`src/rtl/amqp_frame_deframer_macros.svh`:
```
// assertion macros for the frame deframer
`ifndef AMQP_FRAME_DEFRAMER_MACROS_SVH
`define AMQP_FRAME_DEFRAMER_MACROS_SVH

// same-cycle implication, disabled in reset
`define AFD_ASSERT_NOW(label, clk, rst, ante, cons, msg) \
  label: assert property (@(posedge clk) disable iff (rst) (ante) |-> (cons)) else $error(msg);

// next-cycle implication, disabled in reset
`define AFD_ASSERT_NEXT(label, clk, rst, ante, cons, msg) \
  label: assert property (@(posedge clk) disable iff (rst) (ante) |=> (cons)) else $error(msg);

`endif

```
`src/rtl/afd_pkg.sv`:
```
package afd_pkg;

  // parser phase
  typedef enum logic [1:0] {
    PH_HEADER  = 2'd0,
    PH_PAYLOAD = 2'd1,
    PH_END     = 2'd2,
    PH_SKIP    = 2'd3
  } phase_t;

  // result status codes
  localparam logic [2:0] ST_PAYLOAD  = 3'd0;
  localparam logic [2:0] ST_GOOD     = 3'd1;
  localparam logic [2:0] ST_BAD_END  = 3'd2;
  localparam logic [2:0] ST_OVERSIZE = 3'd3;
  localparam logic [2:0] ST_SHORT    = 3'd4;

  // protocol constants
  localparam logic [7:0]  FRAME_END_BYTE    = 8'hCE;
  localparam logic [7:0]  METHOD_TYPE       = 8'd1;
  localparam logic [2:0]  HDR_LAST          = 3'd6;
  localparam logic [31:0] METHOD_HEAD_BYTES = 32'd4;
  localparam logic [31:0] CLASS_BYTES       = 32'd2;
  localparam logic [31:0] MAX_LEN_RESET     = 32'd131072;

endpackage

```
`src/rtl/amqp_frame_deframer.sv`:
```
// AMQP 0-9-1 frame deframer. Takes the raw frame stream one byte per input
// transaction and sustains one byte per clock while no result is stalled:
// every byte is handled by a single pass of counter compare and field capture
// between the parser state and one result register; results come next cycle.
// The 7 header bytes (type, big-endian channel, big-endian size) give no
// result; each payload byte comes out with status 0 and its offset; the end
// byte gives one end result (status 1 good, 2 bad terminator, 4 method frame
// shorter than 4 bytes) with frame_done set, carrying the class and method
// identifiers for method frames of at least 4 bytes. A size above the size
// limit gives status 3 straight after the header, then the payload and end
// byte are dropped without results. No resynchronisation: the byte after
// each frame is taken as the next header. in_stall is raised only while a
// result is held by out_stall. cfg_ready is always high; write the size limit
// only while the block is idle.
`include "amqp_frame_deframer_macros.svh"

module amqp_frame_deframer (
  input  logic        clk,
  input  logic        rst,
  // configuration write channel
  input  logic        cfg_valid,
  output logic        cfg_ready,
  input  logic [31:0] cfg_data,
  // input byte channel
  input  logic        in_valid,
  output logic        in_stall,
  input  logic [7:0]  data_byte,
  // result channel
  output logic        out_valid,
  input  logic        out_stall,
  output logic [2:0]  status,
  output logic [7:0]  frame_type,
  output logic [15:0] channel,
  output logic [31:0] payload_size,
  output logic [31:0] payload_offset,
  output logic [7:0]  payload_byte,
  output logic [15:0] class_ident,
  output logic [15:0] method_ident,
  output logic        frame_done
);
  import afd_pkg::*;

  // parser state
  phase_t      phase, phase_next;
  logic [2:0]  header_count, header_count_next;
  logic [7:0]  cur_type, cur_type_next;
  logic [15:0] cur_channel, cur_channel_next;
  logic [31:0] declared_size, declared_size_next;
  logic [31:0] byte_counter, byte_counter_next;
  logic [15:0] class_word, class_word_next;
  logic [15:0] method_word, method_word_next;
  logic [31:0] max_len;

  // result of the byte being taken
  logic        res_valid;
  logic [2:0]  res_status;
  logic [31:0] res_offset;
  logic [7:0]  res_byte;
  logic [15:0] res_class;
  logic [15:0] res_method;
  logic        res_done;

  logic        in_fire;
  logic        out_load;
  logic [31:0] count_inc;
  logic        is_method;
  logic        long_enough;

  // handshake: take a byte unless the held result is stalled
  assign cfg_ready = 1'b1;
  assign in_stall  = out_valid && out_stall;
  assign in_fire   = in_valid && !in_stall;
  assign out_load  = !out_valid || !out_stall;

  assign count_inc   = byte_counter + 32'd1;
  assign is_method   = (cur_type == METHOD_TYPE);
  assign long_enough = (declared_size >= METHOD_HEAD_BYTES);

  // configuration register
  always_ff @(posedge clk) begin
    if (rst) begin
      max_len <= MAX_LEN_RESET;
    end else if (cfg_valid && cfg_ready) begin
      max_len <= cfg_data;
    end
  end

  // next state and result
  always_comb begin
    phase_next         = phase;
    header_count_next  = header_count;
    cur_type_next      = cur_type;
    cur_channel_next   = cur_channel;
    declared_size_next = declared_size;
    byte_counter_next  = byte_counter;
    class_word_next    = class_word;
    method_word_next   = method_word;
    res_valid          = 1'b0;
    res_status         = ST_PAYLOAD;
    res_offset         = '0;
    res_byte           = '0;
    res_class          = '0;
    res_method         = '0;
    res_done           = 1'b0;
    if (in_fire) begin
      case (phase)
        PH_HEADER: begin
          // gather type, channel and size
          case (header_count)
            3'd0: begin
              cur_type_next      = data_byte;
              cur_channel_next   = '0;
              declared_size_next = '0;
            end
            3'd1, 3'd2: begin
              cur_channel_next = {cur_channel[7:0], data_byte};
            end
            default: begin
              declared_size_next = {declared_size[23:0], data_byte};
            end
          endcase
          if (header_count == HDR_LAST) begin
            header_count_next = '0;
            byte_counter_next = '0;
            class_word_next   = '0;
            method_word_next  = '0;
            if (declared_size_next > max_len) begin
              phase_next = PH_SKIP;
              res_valid  = 1'b1;
              res_status = ST_OVERSIZE;
              res_done   = 1'b1;
            end else if (declared_size_next == '0) begin
              phase_next = PH_END;
            end else begin
              phase_next = PH_PAYLOAD;
            end
          end else begin
            header_count_next = header_count + 3'd1;
          end
        end
        PH_PAYLOAD: begin
          // capture class and method words of method frames
          if (is_method) begin
            if (byte_counter < CLASS_BYTES) begin
              class_word_next = {class_word[7:0], data_byte};
            end else if (byte_counter < METHOD_HEAD_BYTES) begin
              method_word_next = {method_word[7:0], data_byte};
            end
          end
          res_valid         = 1'b1;
          res_status        = ST_PAYLOAD;
          res_offset        = byte_counter;
          res_byte          = data_byte;
          byte_counter_next = count_inc;
          if (count_inc >= declared_size) begin
            phase_next = PH_END;
          end
        end
        PH_END: begin
          // terminator check and frame report
          res_valid = 1'b1;
          res_done  = 1'b1;
          if (data_byte != FRAME_END_BYTE) begin
            res_status = ST_BAD_END;
          end else if (is_method && !long_enough) begin
            res_status = ST_SHORT;
          end else begin
            res_status = ST_GOOD;
          end
          if (is_method && long_enough) begin
            res_class  = class_word;
            res_method = method_word;
          end
          phase_next        = PH_HEADER;
          header_count_next = '0;
          byte_counter_next = '0;
          class_word_next   = '0;
          method_word_next  = '0;
        end
        PH_SKIP: begin
          // drop payload and end byte of an oversize frame
          if (byte_counter >= declared_size) begin
            phase_next        = PH_HEADER;
            header_count_next = '0;
            byte_counter_next = '0;
            class_word_next   = '0;
            method_word_next  = '0;
          end else begin
            byte_counter_next = count_inc;
          end
        end
        default: begin
          phase_next = PH_HEADER;
        end
      endcase
    end
  end

  // parser state registers
  always_ff @(posedge clk) begin
    if (rst) begin
      phase         <= PH_HEADER;
      header_count  <= '0;
      cur_type      <= '0;
      cur_channel   <= '0;
      declared_size <= '0;
      byte_counter  <= '0;
      class_word    <= '0;
      method_word   <= '0;
    end else begin
      phase         <= phase_next;
      header_count  <= header_count_next;
      cur_type      <= cur_type_next;
      cur_channel   <= cur_channel_next;
      declared_size <= declared_size_next;
      byte_counter  <= byte_counter_next;
      class_word    <= class_word_next;
      method_word   <= method_word_next;
    end
  end

  // result register valid
  always_ff @(posedge clk) begin
    if (rst) begin
      out_valid <= 1'b0;
    end else if (out_load) begin
      out_valid <= in_fire && res_valid;
    end
  end

  // result register payload
  always_ff @(posedge clk) begin
    if (out_load && in_fire && res_valid) begin
      status         <= res_status;
      frame_type     <= cur_type_next;
      channel        <= cur_channel_next;
      payload_size   <= declared_size_next;
      payload_offset <= res_offset;
      payload_byte   <= res_byte;
      class_ident    <= res_class;
      method_ident   <= res_method;
      frame_done     <= res_done;
    end
  end

  // checks on parser consistency
  `AFD_ASSERT_NOW(a_done_matches_status, clk, rst, out_valid, (frame_done == (status != ST_PAYLOAD)), "frame_done disagrees with status")
  `AFD_ASSERT_NOW(a_payload_in_range, clk, rst, (phase == PH_PAYLOAD), (byte_counter < declared_size), "payload offset past declared size")
  `AFD_ASSERT_NOW(a_skip_in_range, clk, rst, (phase == PH_SKIP), (byte_counter <= declared_size), "skip counter past declared size")
  `AFD_ASSERT_NOW(a_header_count_idle, clk, rst, (phase != PH_HEADER), (header_count == 3'd0), "header count not cleared after header")
  `AFD_ASSERT_NEXT(a_header_no_result, clk, rst, (in_fire && (phase == PH_HEADER) && (header_count != HDR_LAST)), (out_valid == $past(out_valid && out_stall)), "result produced for a header byte")

endmodule
```
`config.mk`:
```
export PLATFORM = sky130hd
export DESIGN_NAME = amqp_frame_deframer
export DESIGN_NICKNAME = d
export VERILOG_FILES = /design/src/rtl/afd_pkg.sv /design/src/rtl/amqp_frame_deframer.sv
export VERILOG_INCLUDE_DIRS = /design/src /design/src/rtl
export SDC_FILE = /design/constraint.sdc
export NUM_CORES = 1
export LEC_CHECK = 0
export BUFFER_PORTS_ARGS = -buffer_cell sky130_fd_sc_hd__buf_2
export CAP_MARGIN = 20
export CORE_ASPECT_RATIO = 0.75
export CORE_MARGIN = 2
export CORE_UTILIZATION = 35
export CTS_CLUSTER_SIZE = 28
export DETAILED_ROUTE_END_ITERATION = 16
export REMOVE_ABC_BUFFERS = 1
export SYNTH_ARGS = -nofsm -noshare
export SYNTH_HDL_FRONTEND = slang
export SYNTH_SLANG_ARGS = --single-unit
```
`constraint.sdc`:
```
create_clock -name clk -period 18.18 [get_ports clk]
set_input_delay 1.818 -clock clk [delete_from_list [all_inputs] [get_ports clk]]
set_output_delay 1.818 -clock clk [all_outputs]
set_load 0.01 [all_outputs]
```
==> PnR_summary.wiki <==
{| class="wikitable"
! Metric !! Value
|-
| Count of nets left with antenna violations after detail routing || 0
|-
| Setup Total Neg Slack || 0 ns
|-
| Largest cells by area after synthesis || sky130_fd_sc_hd__edfxtp_1 27%, sky130_fd_sc_hd__dfxtp_1 22%, sky130_fd_sc_hd__ha_1 8.7%
|-
| Global-route wire length before repair || around 64000 µm
|-
| Synthesis Warnings || 0
|-
| F_max || between 150 and 200 MHz
|-
| Top Ports || 180
|-
| Capture point of the worst reg-to-reg path || payload_byte[5]
|-
| Relative contribution of combinational cells to total power || around 7.1%
|-
| Clock transition at the registers of the reported paths || ~0.070 ns
|-
| Instance area at placement || between 15000 and 20000 µm²
|-
| Relative slew margins || roughly 29%
|-
| Syn avg cell area || just under 10 µm²
|-
| Result of the run || finished clean
|-
| WP data required || ~18 ns
|-
| Vias in the first global route || ~11000
|-
| Final min period || 5.99 ns
|-
| Nature of the critical path startpoint || flop
|-
| Aggregate global routing overflow || 0
|-
| Worst-path maximum fanout || 77
|-
| Via density per instance || 5.28
|-
| Total die area || about 44000 µm²
|-
| Synth Cell Area || about 15000 µm²
|-
| Effective utilization at floorplan || 35.7%
|-
| Worst Hold Path EP || class_word[11]
|-
| Clk pwr share || 45.1%
|-
| Setup bufs post-CTS || 0
|-
| Final weighted congestion in routability-driven placement || between 0.8 and 0.9
|-
| Die Wd || 240 µm
|-
| Post-synthesis cell count || 1516
|-
| Clock insertion delay at the later pin of the skew report || between 0.5 and 0.6 ns
|-
| Worst Hold Class || flop to flop
|-
| Total track usage || between 10% and 20%
|-
| Final instance count without filler cells || around 2200
|-
| H-tree lvl count || 1
|-
| Maximum Capacitance Violations || 0
|-
| # resized after CTS || 0
|-
| Number of cells traversed by the worst hold path || 2
|-
| Type of the worst setup path || flop to flop
|-
| Internal power || 1.12 mW
|-
| Top sig layer || met4
|-
| Total count of max-transition violations in the final report || 0
|-
| Total vias in the final route || between 10000 and 15000
|-
| # port buffers || 178
|-
| Clock root buffer master || sky130_fd_sc_hd__clkbuf_16
|-
| Sequential-to-total area share from yosys stat || 48.7%
|-
| Detailed-route wire length per cell || roughly 18 µm
|-
| Kind of end point of the critical path || flop
|-
| Max rail drop VDD || 0.0718 mV
|-
| Met3 routed WL || 2660 µm
|-
| WL final || 41300 µm
|-
| Design Area, Final || around 17000 µm²
|-
| Hold buffer count at CTS || 0
|-
| Hpwl dp || 29100 µm
|-
| DR WL met2 || approximately 18000 µm
|-
| Placed cell count || between 2000 and 2500
|-
| Largest buffer count on any clock path || 3
|-
| Setup repair after global routing missed its margin || no
|-
| Xor and xnor fraction of the mapped netlist area || around 1.8%
|-
| Portion of synthesized cell area occupied by the leading cell type || between 20% and 30%
|-
| Final nets || ~1800
|-
| Ys async rst share || 0%
|-
| Leakage || ~6.9 nW
|-
| First drt pass iteration count || 8
|-
| Share of post-route cells with drive strength above 1 || approximately 16%
|-
| Core region area || between 40000 and 50000 µm²
|-
| Number of failing setup endpoints in the final timing report || 0
|-
| Num CTS Buffers || 29
|-
| Share of total power in sequential cells || between 40 and 50%
|-
| Utilization of the core after routing || 41.7%
|-
| Die H || ~180 µm
|-
| Largest net degree at the start of global routing || between 70 and 80
|-
| Count of flip-flops with a built-in enable after synthesis || 132
|-
| Met1 WL || ~20000 µm
|-
| Library cell with the highest instance count after synthesis || sky130_fd_sc_hd__dfxtp_1
|-
| Largest family of logic cells by synthesized area || simple AND/OR/NAND/NOR gates
|-
| Share of the synthesized area in compound gates (AO/OA/AOI/OAI) || 13.5%
|-
| Clock skew after layout || 0.0124 ns
|-
| Final hold violations || 0
|-
| DRC viols || 0
|-
| Number of sinks on the clock net || 290
|-
| R2r setup slk || between 10 and 15 ns
|-
| Post-synthesis to final-layout area growth || 16.8%
|-
| Number of antenna violations at the first check in global routing || 1
|-
| Final period utilization || 33.0%
|-
| Library cells used by synthesis || 62
|-
| Depth of the worst register-to-register path || 15
|-
| Switching portion of total power || a little under a quarter
|-
| Startpoint of the worst-slack reg-to-reg timing path || header_count[0]
|-
| Share of cell area taken by muxes after synthesis || 2.73%
|-
| Most frequent cells after synthesis || 158 x sky130_fd_sc_hd__dfxtp_1, 132 x sky130_fd_sc_hd__edfxtp_1, 132 x sky130_fd_sc_hd__nand2_1, 120 x sky130_fd_sc_hd__a21oi_1, 109 x sky130_fd_sc_hd__inv_1
|-
| Iteration-0 DRC count of the detailed router || ~1000
|-
| Ratio of total power to cell area || 85.6 nW/µm²
|-
| WP data arrival || slightly above 6 ns
|-
| Number of flip-flops and latches in the synthesized netlist || 290
|-
| Ys flop type || sky130_fd_sc_hd__dfxtp_1
|-
| Simple-gate area share of the yosys netlist || a little under a fifth
|-
| Synth area leader || sky130_fd_sc_hd__edfxtp_1
|-
| Slew at the pin with the worst max-slew slack || 1.05 ns
|-
| Arithmetic-cell share of the synthesized area counting full adders, half adders and majority gates || just under 9%
|-
| Hold path start || class_word[11]
|-
| Antenna Diode Count || 0
|-
| Std-Cell Rows || 64
|-
| Psw || about 0.34 mW
|-
| CTS tree || built
|}
## registers in the layout (all words and copies together) (netlist names), 32 cells and up
name            cells
byte_counter       32
declared_size      32
max_len            32
payload_offset     32
payload_size       32
## through the flow
step	total power, mW	hold WS (ns)	worst slack (ns)
floorplan	0.772	0.439	4.31
global placement	0.814	0.455	12.11
detailed placement	0.816	0.460	11.95
CTS	1.48	0.469	12.22
global route	1.52	0.488	11.74
finish	1.46	0.468	12.19
## cell type report
type                            instances  area [µm²]
Sequential cell                       290        7130
Inverter                              110         413
Timing Repair Buffer                  196        1060
Clock inverter                         16         226
Tap cell                              561         702
Clock buffer                           38         831
Multi-Input combinational cell       1022        6750
Fill cell                            4041       23900
## metal layers
metal,track usage [%],up-vias
li1,-,5741
met1,27.3,5580
met2,28.9,412
met3,2.63,50
met4,3.85,0
met5,0,-
## worst max-delay path by stage
stage,from,to,slack [ns]
4_1_cts,header_count[0],payload_byte[0],12.22
3_5_place_dp,data_byte[1],channel[12],11.95
5_1_grt,header_count[0],method_ident[11],11.74
3_3_place_gp,data_byte[1],payload_size[22],12.11
2_1_floorplan,data_byte[1],channel[0],4.31
6_report,header_count[0],payload_byte[5],12.19
## power groups by stage
stage / logic [mW] / registers (mW) / clock network [mW]
final: 0.105 / 0.699 / 0.660
after global routing: 0.116 / 0.700 / 0.702
after CTS: 0.104 / 0.699 / 0.674
after detailed placement: 0.103 / 0.713 / 0
after global placement: 0.101 / 0.713 / 0
after floorplan: 0.0588 / 0.713 / 0
## worst max-delay path, cell delays in order (launching register included)
cell                       delay, ns
sky130_fd_sc_hd__dfxtp_1        0.52
sky130_fd_sc_hd__and2_1         0.75
sky130_fd_sc_hd__nor2_1         0.47
sky130_fd_sc_hd__and3_1         0.30
sky130_fd_sc_hd__a21oi_1        0.15
sky130_fd_sc_hd__inv_1          0.06
sky130_fd_sc_hd__ha_1           0.28
sky130_fd_sc_hd__and3_1         0.20
sky130_fd_sc_hd__a221o_1        0.16
sky130_fd_sc_hd__a221oi_1       0.08
sky130_fd_sc_hd__o31ai_1        0.45
sky130_fd_sc_hd__o21a_1         0.25
sky130_fd_sc_hd__a41o_1         0.21
sky130_fd_sc_hd__nor3b_2        0.16
sky130_fd_sc_hd__buf_4          0.59
sky130_fd_sc_hd__buf_4          0.87
## placed cells by master, fill, tap and decap left out, types with 7 or more instances in the layout
| cell type | Yosys | final |
|---|---|---|
| sky130_fd_sc_hd__buf_2 | 0 | 177 |
| sky130_fd_sc_hd__dfxtp_1 | 158 | 158 |
| sky130_fd_sc_hd__nand2_1 | 132 | 132 |
| sky130_fd_sc_hd__edfxtp_1 | 132 | 132 |
| sky130_fd_sc_hd__a21oi_1 | 120 | 118 |
| sky130_fd_sc_hd__inv_1 | 109 | 109 |
| sky130_fd_sc_hd__o21ai_0 | 101 | 101 |
| sky130_fd_sc_hd__ha_1 | 102 | 101 |
| sky130_fd_sc_hd__and2_1 | 90 | 90 |
| sky130_fd_sc_hd__nand4_1 | 64 | 64 |
| sky130_fd_sc_hd__nor2_1 | 63 | 63 |
| sky130_fd_sc_hd__and3_1 | 57 | 57 |
| sky130_fd_sc_hd__nand3_1 | 34 | 34 |
| sky130_fd_sc_hd__mux2i_1 | 31 | 31 |
| sky130_fd_sc_hd__clkbuf_16 | 0 | 30 |
| sky130_fd_sc_hd__xnor2_1 | 22 | 22 |
| sky130_fd_sc_hd__nor4_1 | 22 | 20 |
| sky130_fd_sc_hd__buf_4 | 2 | 17 |
| sky130_fd_sc_hd__o31ai_1 | 16 | 16 |
| sky130_fd_sc_hd__a221oi_1 | 16 | 16 |
| sky130_fd_sc_hd__nor3_1 | 15 | 14 |
| sky130_fd_sc_hd__a21o_1 | 13 | 13 |
| sky130_fd_sc_hd__nor2b_1 | 12 | 12 |
| sky130_fd_sc_hd__o32ai_1 | 10 | 10 |
| sky130_fd_sc_hd__o211ai_1 | 9 | 9 |
| sky130_fd_sc_hd__xor2_1 | 8 | 8 |
| sky130_fd_sc_hd__or3_1 | 8 | 8 |
| sky130_fd_sc_hd__mux2_2 | 8 | 8 |
| sky130_fd_sc_hd__nand2b_1 | 7 | 7 |
## cells by family (layout without fill, tap and decap cells)
group / after synthesis / count (layout)
compound gates: 325 / 325
mux: 39 / 39
flops: 290 / 290
xor+xnor: 30 / 30
simple gates: 525 / 525
other cells: 1 / 1
fa+ha+maj: 102 / 102
buf+inv: 204 / 360
No activity file was read; power rests on OpenSTA's default activity.
